`config.mk`:
```
export PLATFORM = sky130hd
export DESIGN_NAME = qpn_queue
export DESIGN_NICKNAME = d
export VERILOG_FILES = /design/src/sv/qpn_pkg.sv /design/src/sv/qpn_queue.sv
export VERILOG_INCLUDE_DIRS = /design/src /design/src/sv
export SDC_FILE = /design/constraint.sdc
export NUM_CORES = 2
export LEC_CHECK = 0
export BUFFER_PORTS_ARGS = -buffer_cell sky130_fd_sc_hd__buf_2
export CAP_MARGIN = 10
export CORE_ASPECT_RATIO = 1.1
export CORE_MARGIN = 3
export CORE_UTILIZATION = 30
export CTS_CLUSTER_SIZE = 40
export DETAILED_ROUTE_END_ITERATION = 12
export PLACE_DENSITY_LB_ADDON = 0.12
export SYNTH_ARGS = -nofsm -noshare
export SYNTH_HDL_FRONTEND = slang
export SYNTH_SLANG_ARGS = --single-unit
```
`constraint.sdc`:
```
create_clock -name clk_i -period 29.4 [get_ports clk_i]
set_clock_uncertainty 0.05 [all_clocks]
set_input_delay 2.94 -clock clk_i [delete_from_list [all_inputs] [get_ports clk_i]]
set_output_delay 2.94 -clock clk_i [all_outputs]
set_load 0.01 [all_outputs]
```
`src/sv/assert_macros.svh`:
```
// assertion helpers shared by the rtl files
`ifndef ASSERT_MACROS_SVH
`define ASSERT_MACROS_SVH

// property must hold on every clock edge outside reset
`define ASSERT_CHK(lbl, clk, rst_n, prop, msg) \
  lbl: assert property (@(posedge clk) disable iff (!rst_n) prop) else $error(msg);

// expression must never be true outside reset
`define ASSERT_NEVER(lbl, clk, rst_n, expr, msg) \
  lbl: assert property (@(posedge clk) disable iff (!rst_n) !(expr)) else $error(msg);

`endif

```
`src/sv/qpn_pkg.sv`:
```
package qpn_pkg;

  // component count of a quaternion
  localparam int unsigned Lanes = 4;
  // signed product component width (Q2.28 with headroom)
  localparam int unsigned PW = 34;
  // magnitude of a product component
  localparam int unsigned MW = 33;
  // high and low split of the magnitude for squaring
  localparam int unsigned MLW = 17;
  localparam int unsigned MHW = MW - MLW;
  // squared magnitude and squared norm width
  localparam int unsigned SQW = 65;
  // quotient width of m^2 * 2^28 / nsq (at most 2^28)
  localparam int unsigned QW = 29;
  // square root steps, one result bit each
  localparam int unsigned SQS = 15;
  // output component width
  localparam int unsigned OW = 16;
  // default queue depth between front and back
  localparam int unsigned QDepthDef = 8;

  // item handed from front to back
  typedef struct packed {
    logic [Lanes-1:0][SQW-1:0] m2;
    logic [SQW-1:0]            nsq;
    logic [Lanes-1:0]          neg;
    logic                      zero;
  } qpn_item_t;

endpackage

```
`src/sv/qpn_queue.sv`:
```
`include "assert_macros.svh"

module qpn_queue
  import qpn_pkg::*;
#(
  parameter int unsigned QDepth = QDepthDef
) (
  input  logic      clk_i,
  input  logic      rst_ni,
  input  logic      push_i,
  input  qpn_item_t push_item_i,
  input  logic      pop_i,
  output logic      head_valid_o,
  output qpn_item_t head_o
);

  localparam int unsigned PtrW = (QDepth > 1) ? $clog2(QDepth) : 1;
  localparam int unsigned CntW = $clog2(QDepth + 1);

  qpn_item_t       mem_q [QDepth];
  logic [PtrW-1:0] wr_ptr_q, rd_ptr_q;
  logic [CntW-1:0] cnt_q;

  function automatic logic [PtrW-1:0] nxt(input logic [PtrW-1:0] p);
    return (p == PtrW'(QDepth - 1)) ? '0 : p + 1'b1;
  endfunction

  // pointers and fill count
  always_ff @(posedge clk_i or negedge rst_ni) begin
    if (!rst_ni) begin
      wr_ptr_q <= '0;
      rd_ptr_q <= '0;
      cnt_q    <= '0;
    end else begin
      if (push_i) wr_ptr_q <= nxt(wr_ptr_q);
      if (pop_i) rd_ptr_q <= nxt(rd_ptr_q);
      cnt_q <= cnt_q + CntW'(push_i) - CntW'(pop_i);
    end
  end

  // storage
  always_ff @(posedge clk_i) begin
    if (push_i) mem_q[wr_ptr_q] <= push_item_i;
  end

  assign head_valid_o = (cnt_q != '0);
  assign head_o       = mem_q[rd_ptr_q];

  `ASSERT_NEVER(a_no_overflow, clk_i, rst_ni, push_i && !pop_i && (cnt_q == CntW'(QDepth)), "queue overflow")
  `ASSERT_NEVER(a_no_underflow, clk_i, rst_ni, pop_i && (cnt_q == '0), "queue underflow")

endmodule

```
* Yosys cells after proc, flatten, opt, wreduce, memory -nomap -nowiden
Memories as Yosys holds them, arrays and structs flattened.
Index checks and enable logic that the tools add are counted.
** Word-level totals
- Register bits :: 10
- RAM bits :: 2640
- Input bits :: 334
- Logic and storage cells :: 15
- Memories :: 1
** Operators by class
- Add/subtract/negate cells :: 4
- Equality and inequality tests :: 2
- Mux-type cells :: 4
- Reduce and logical (&&, ||, !) cells :: 1
** Memory list
- mem_q :: depth 8, bits a word 330, rd ports 1, clocked after Yosys merged registers in 0, wr ports 1, line qpn_queue.sv:20 : qpn_item_t mem_q [QDepth];
** Operators with widths (count)
- adder 3 x 1 -> 3 bit (second input constant) :: 2
- equality test 3 bit (second input constant) :: 2
- 2-to-1 mux 3 bit :: 2
- adder 4 x 1 -> 4 bit :: 1
- nonzero test 4 bit :: 1
- subtractor 4 x 1 -> 4 bit :: 1
- 2-to-1 mux 1 bit :: 2

* Longest topological paths before layout
- Word-level depth :: 2
- Depth in mapped cells :: 7

* Worst setup path before layout
OpenSTA, ideal clock, no wires.
- Kind :: input-to-reg
- From :: in push_i
- To :: mem mem_q[0][0] in the netlist's numbering (enable)
- Arrival time :: 25.211 ns
- Data required time :: 27.924 ns
- Path slack :: 2.713 ns
- Cell stages on the path :: 2
- Path buffers :: 0
- Cells stage by stage :: nand2b_1 > nor3_1
** On the way
- Cells in the longest elaborated chain, start to end :: 2
** Ends and longest elaborated chain
- start: declaration :: line qpn_queue.sv:10 : input logic push_i,
- 2-to-1 mux 1 bit :: line qpn_queue.sv:43 : if (push_i) mem_q[wr_ptr_q] <= push_item_i;
- 2-to-1 mux 1 bit (not written as such) :: line qpn_queue.sv:43
- end: declaration :: line qpn_queue.sv:20
Every way passes these cells.

==> impl_metrics.yaml <==
status:
  status: "finished clean"
clock_network:
  cts-root-buf: "clkbuf_16"
  htreeDepth: 5
  post_cts_resized: 0
  clock_sinks: 2650
  clock_path_buffers: 4
  clkSlewWorstSetupHoldPaths_ps: 60
  cts_tree: "yes"
  holdBufCountCts: 0
  clk_latency_ps: 860
  post-cts-setup-buffers: 0
  cts_buffers: 296
yosys:
  synthTopCellsByCount: "edfxtp_1 (2640), nand2_1 (993), mux4_2 (660)"
  yosysTopAreaCell: "edfxtp_1"
  synth.most_common_cell: "edfxtp_1"
  synth_cell_types: 23
  synth_seq_area_share: 0.799
  ys.flop_type: "edfxtp_1"
  synth_area_sq_um: 99600
  synth-seq-cells: 2650
  synth-async-reset-ratio: 0.00377
  syn_inst: 4567
  synthesis.nets: 4911
  synthTopCellsByArea: "edfxtp_1 (80%), mux4_2 (15%), nand2_1 (3.7%)"
  yosys_warnings: 0
  syn_avg_cell_area_sq_um: 21.8
  netlist.area_leader.share: 0.796
  synth_edf_count: 2640
pwr:
  total_power_w: 0.0120
  power.share.sequential: 0.404
  cellLeakagePower_nw: 39.0
  power_density_nw_per_um2: 102
  p_int_w: 0.00813
  pwr-share-clk: 0.292
  peakVddDrop_v: 0.0000703
  power.switching_w: 0.00386
  comb_power_share: 0.304
  swShare: 0.322
timing:
  finalSetupViolations: 0
  setup_ws_ps: 19640
  rsz0062_at_grt: "false"
  worst_pin_slew_ps: 1050
  fin_tns_setup_ps: 0
  drv_slew: 0
  hold_violations: 0
  finalCritPeriodShare: 0.332
  maxSlewHeadroom: 0.300
  period_needed_ps: 9760
  fmax_mhz: 102
min_path:
  worstHoldEndpoint: "wr_ptr_q[2]$_DFFE_PN0P_"
  hold_depth: 1
  hp-class: "flop to flop"
  min-delay-start: "wr_ptr_q[2]$_DFFE_PN0P_"
worst_setup_path:
  path_cells: "buf_4 > buf_4 > buf_4 > buf_4 > buf_4 > mux4_2 > nand2_1 > nand2_1 > buf_2"
  max_stage_delay_ps: 900
  critPathKind: "flop to output pin"
  start_kind: "flop"
  cpMostUsedCell: "buf_4"
  cp.required_ps: 26410
  worstSetupEndpointType: "output pin"
  cp_num_buf_inv: 6
  arrival_ps: 6770
  r2r_setup_slack_ps: 24280
  cp_max_fo: 41
  worst_r2r_path_depth: 7
  slowest_stage: "dfrtp_4"
  r2r-end: "mem_q[3][200]$_DFFE_PP_"
  path_delay_family: "buffers and inverters"
  r2r-start: "wr_ptr_q[2]$_DFFE_PN0P_"
global_route:
  grt.total_usage: 0.152
  grt_pass1_vias: 50000
  grt_overflow_total: 0
  antenna_found_initial: 130
  grt_pass1_wl_um: 376000
  grt_max_degree: 124
flow_run:
  maxCapViolations: 0
die:
  dieArea_sq_um: 339000
  start_util: 0.302
  pin_count: 665
  die_x_um: 555
  coreArea_sq_um: 330000
  die_y_um: 610
  row_count: 221
drt:
  detail_route.wl_per_cell_um: 26.2
  viasPerCell: 4.71
  drt_iter0_drc: 3435
  drc: 0
  detail-route-antenna-nets: 0
  drt-total-wl_um: 262000
  vias: 47100
  first_pass_iters: 5
finish:
  multi_input_area_sq_um: 18900
  drive_above_1_share: 0.324
  num-nets-final: 5753
  layoutNonFillerInstCount: 10000
  num-fill-cells: 30800
  seq_area_sq_um: 79500
  syn2layout_area_growth_pct: 17.8
placed_design:
  port_buffers: 664
  place_ws_ps: 20180
  gp_congestion: 0.706
  hpwl_um: 149000
  dp.cells: 9459
worst max-delay path by stage:
| stage | slack, ps | from | depth (start not counted) | endpoint |
|---|---|---|---|---|
| after floorplan | 2710 | push_i | 2 | mem_q[0][0]$_DFFE_PP_ |
| after global placement | 20200 | rd_ptr_q[0]$_DFFE_PN0P_ | 9 | head_o[187] |
| after detailed placement | 20180 | rd_ptr_q[0]$_DFFE_PN0P_ | 9 | head_o[208] |
| after CTS | 19190 | rd_ptr_q[0]$_DFFE_PN0P_ | 9 | head_o[208] |
| after global routing | 18860 | rd_ptr_q[0]$_DFFE_PN0P_ | 9 | head_o[208] |
| final | 19640 | rd_ptr_q[0]$_DFFE_PN0P_ | 9 | head_o[208] |
layout by cell type, fill, tap and decap left out, drive strengths merged:
cell type and instances:
edfxtp 2640, nand2 993, buf 765, mux4 660, clkbuf 375, clkinv 110, diode 26, inv 25
bufinv 13, dfrtp 10, ha 9, nor2 8, clkinvlp 5, mux2 4, xor2 2, nand2b 2
nor3 2, nand3b 2, o21ai 2, a21o 1, a21oi 1, nand3 1, fa 1
cells by family after synthesis:
| kind of cell | synth area share |
|---|---|
| compound gates | 0.000226 |
| xor+xnor | 0.000176 |
| fa+ha+maj | 0.00133 |
| buf+inv | 0.0116 |
| flops | 0.799 |
| mux | 0.150 |
| simple gates | 0.0382 |
worst register-to-register path: stages, from the launching register on:
cell	delay, ps
dfrtp_1	400
nand2b_1	310
nor2_4	250
buf_4	580
buf_12	720
buf_4	910
buf_4	680
buf_4	780
per-layer routing:
layer,track usage,wire [um],up-vias
met4,0.0318,5590,90
met2,0.243,123000,1157
li1,-,-,20200
met1,0.203,112000,25200
met3,0.0488,20600,465
met5,0,563,-
stage by stage:
step	util	hold slack, ps	area, sq um
global placement	0.328	491	108000
floorplan	-	474	99600
global route	0.355	554	117000
detailed placement	0.328	502	108000
finish	0.356	517	117000
CTS	0.355	516	117000
registers in the layout (all words and copies together) (netlist names):
| name | flops |
|---|---|
| rd_ptr_q | 3 |
| wr_ptr_q | 3 |
| mem_q | 2640 |
| cnt_q | 4 |
area by class of cell:
class,count,area share
diodes,26,0.000555
clock inverters,145,0.0106
clock buffers,375,0.0668
flip-flops and latches,2650,0.678
multi-input cells,1688,0.161
inverters,8,0.000320
well taps,4348,0.0464
repair buffers,765,0.0358
power by group through the flow:
stage,registers [W],clock network (W),logic (W)
global placement,0.00492,0,0.00381
detailed placement,0.00493,0,0.00381
floorplan,0.00521,0,0.00229
CTS,0.00486,0.00363,0.00382
finish,0.00485,0.00350,0.00364
global route,0.00489,0.00378,0.00400
No activity file was read; power rests on OpenSTA's default activity.
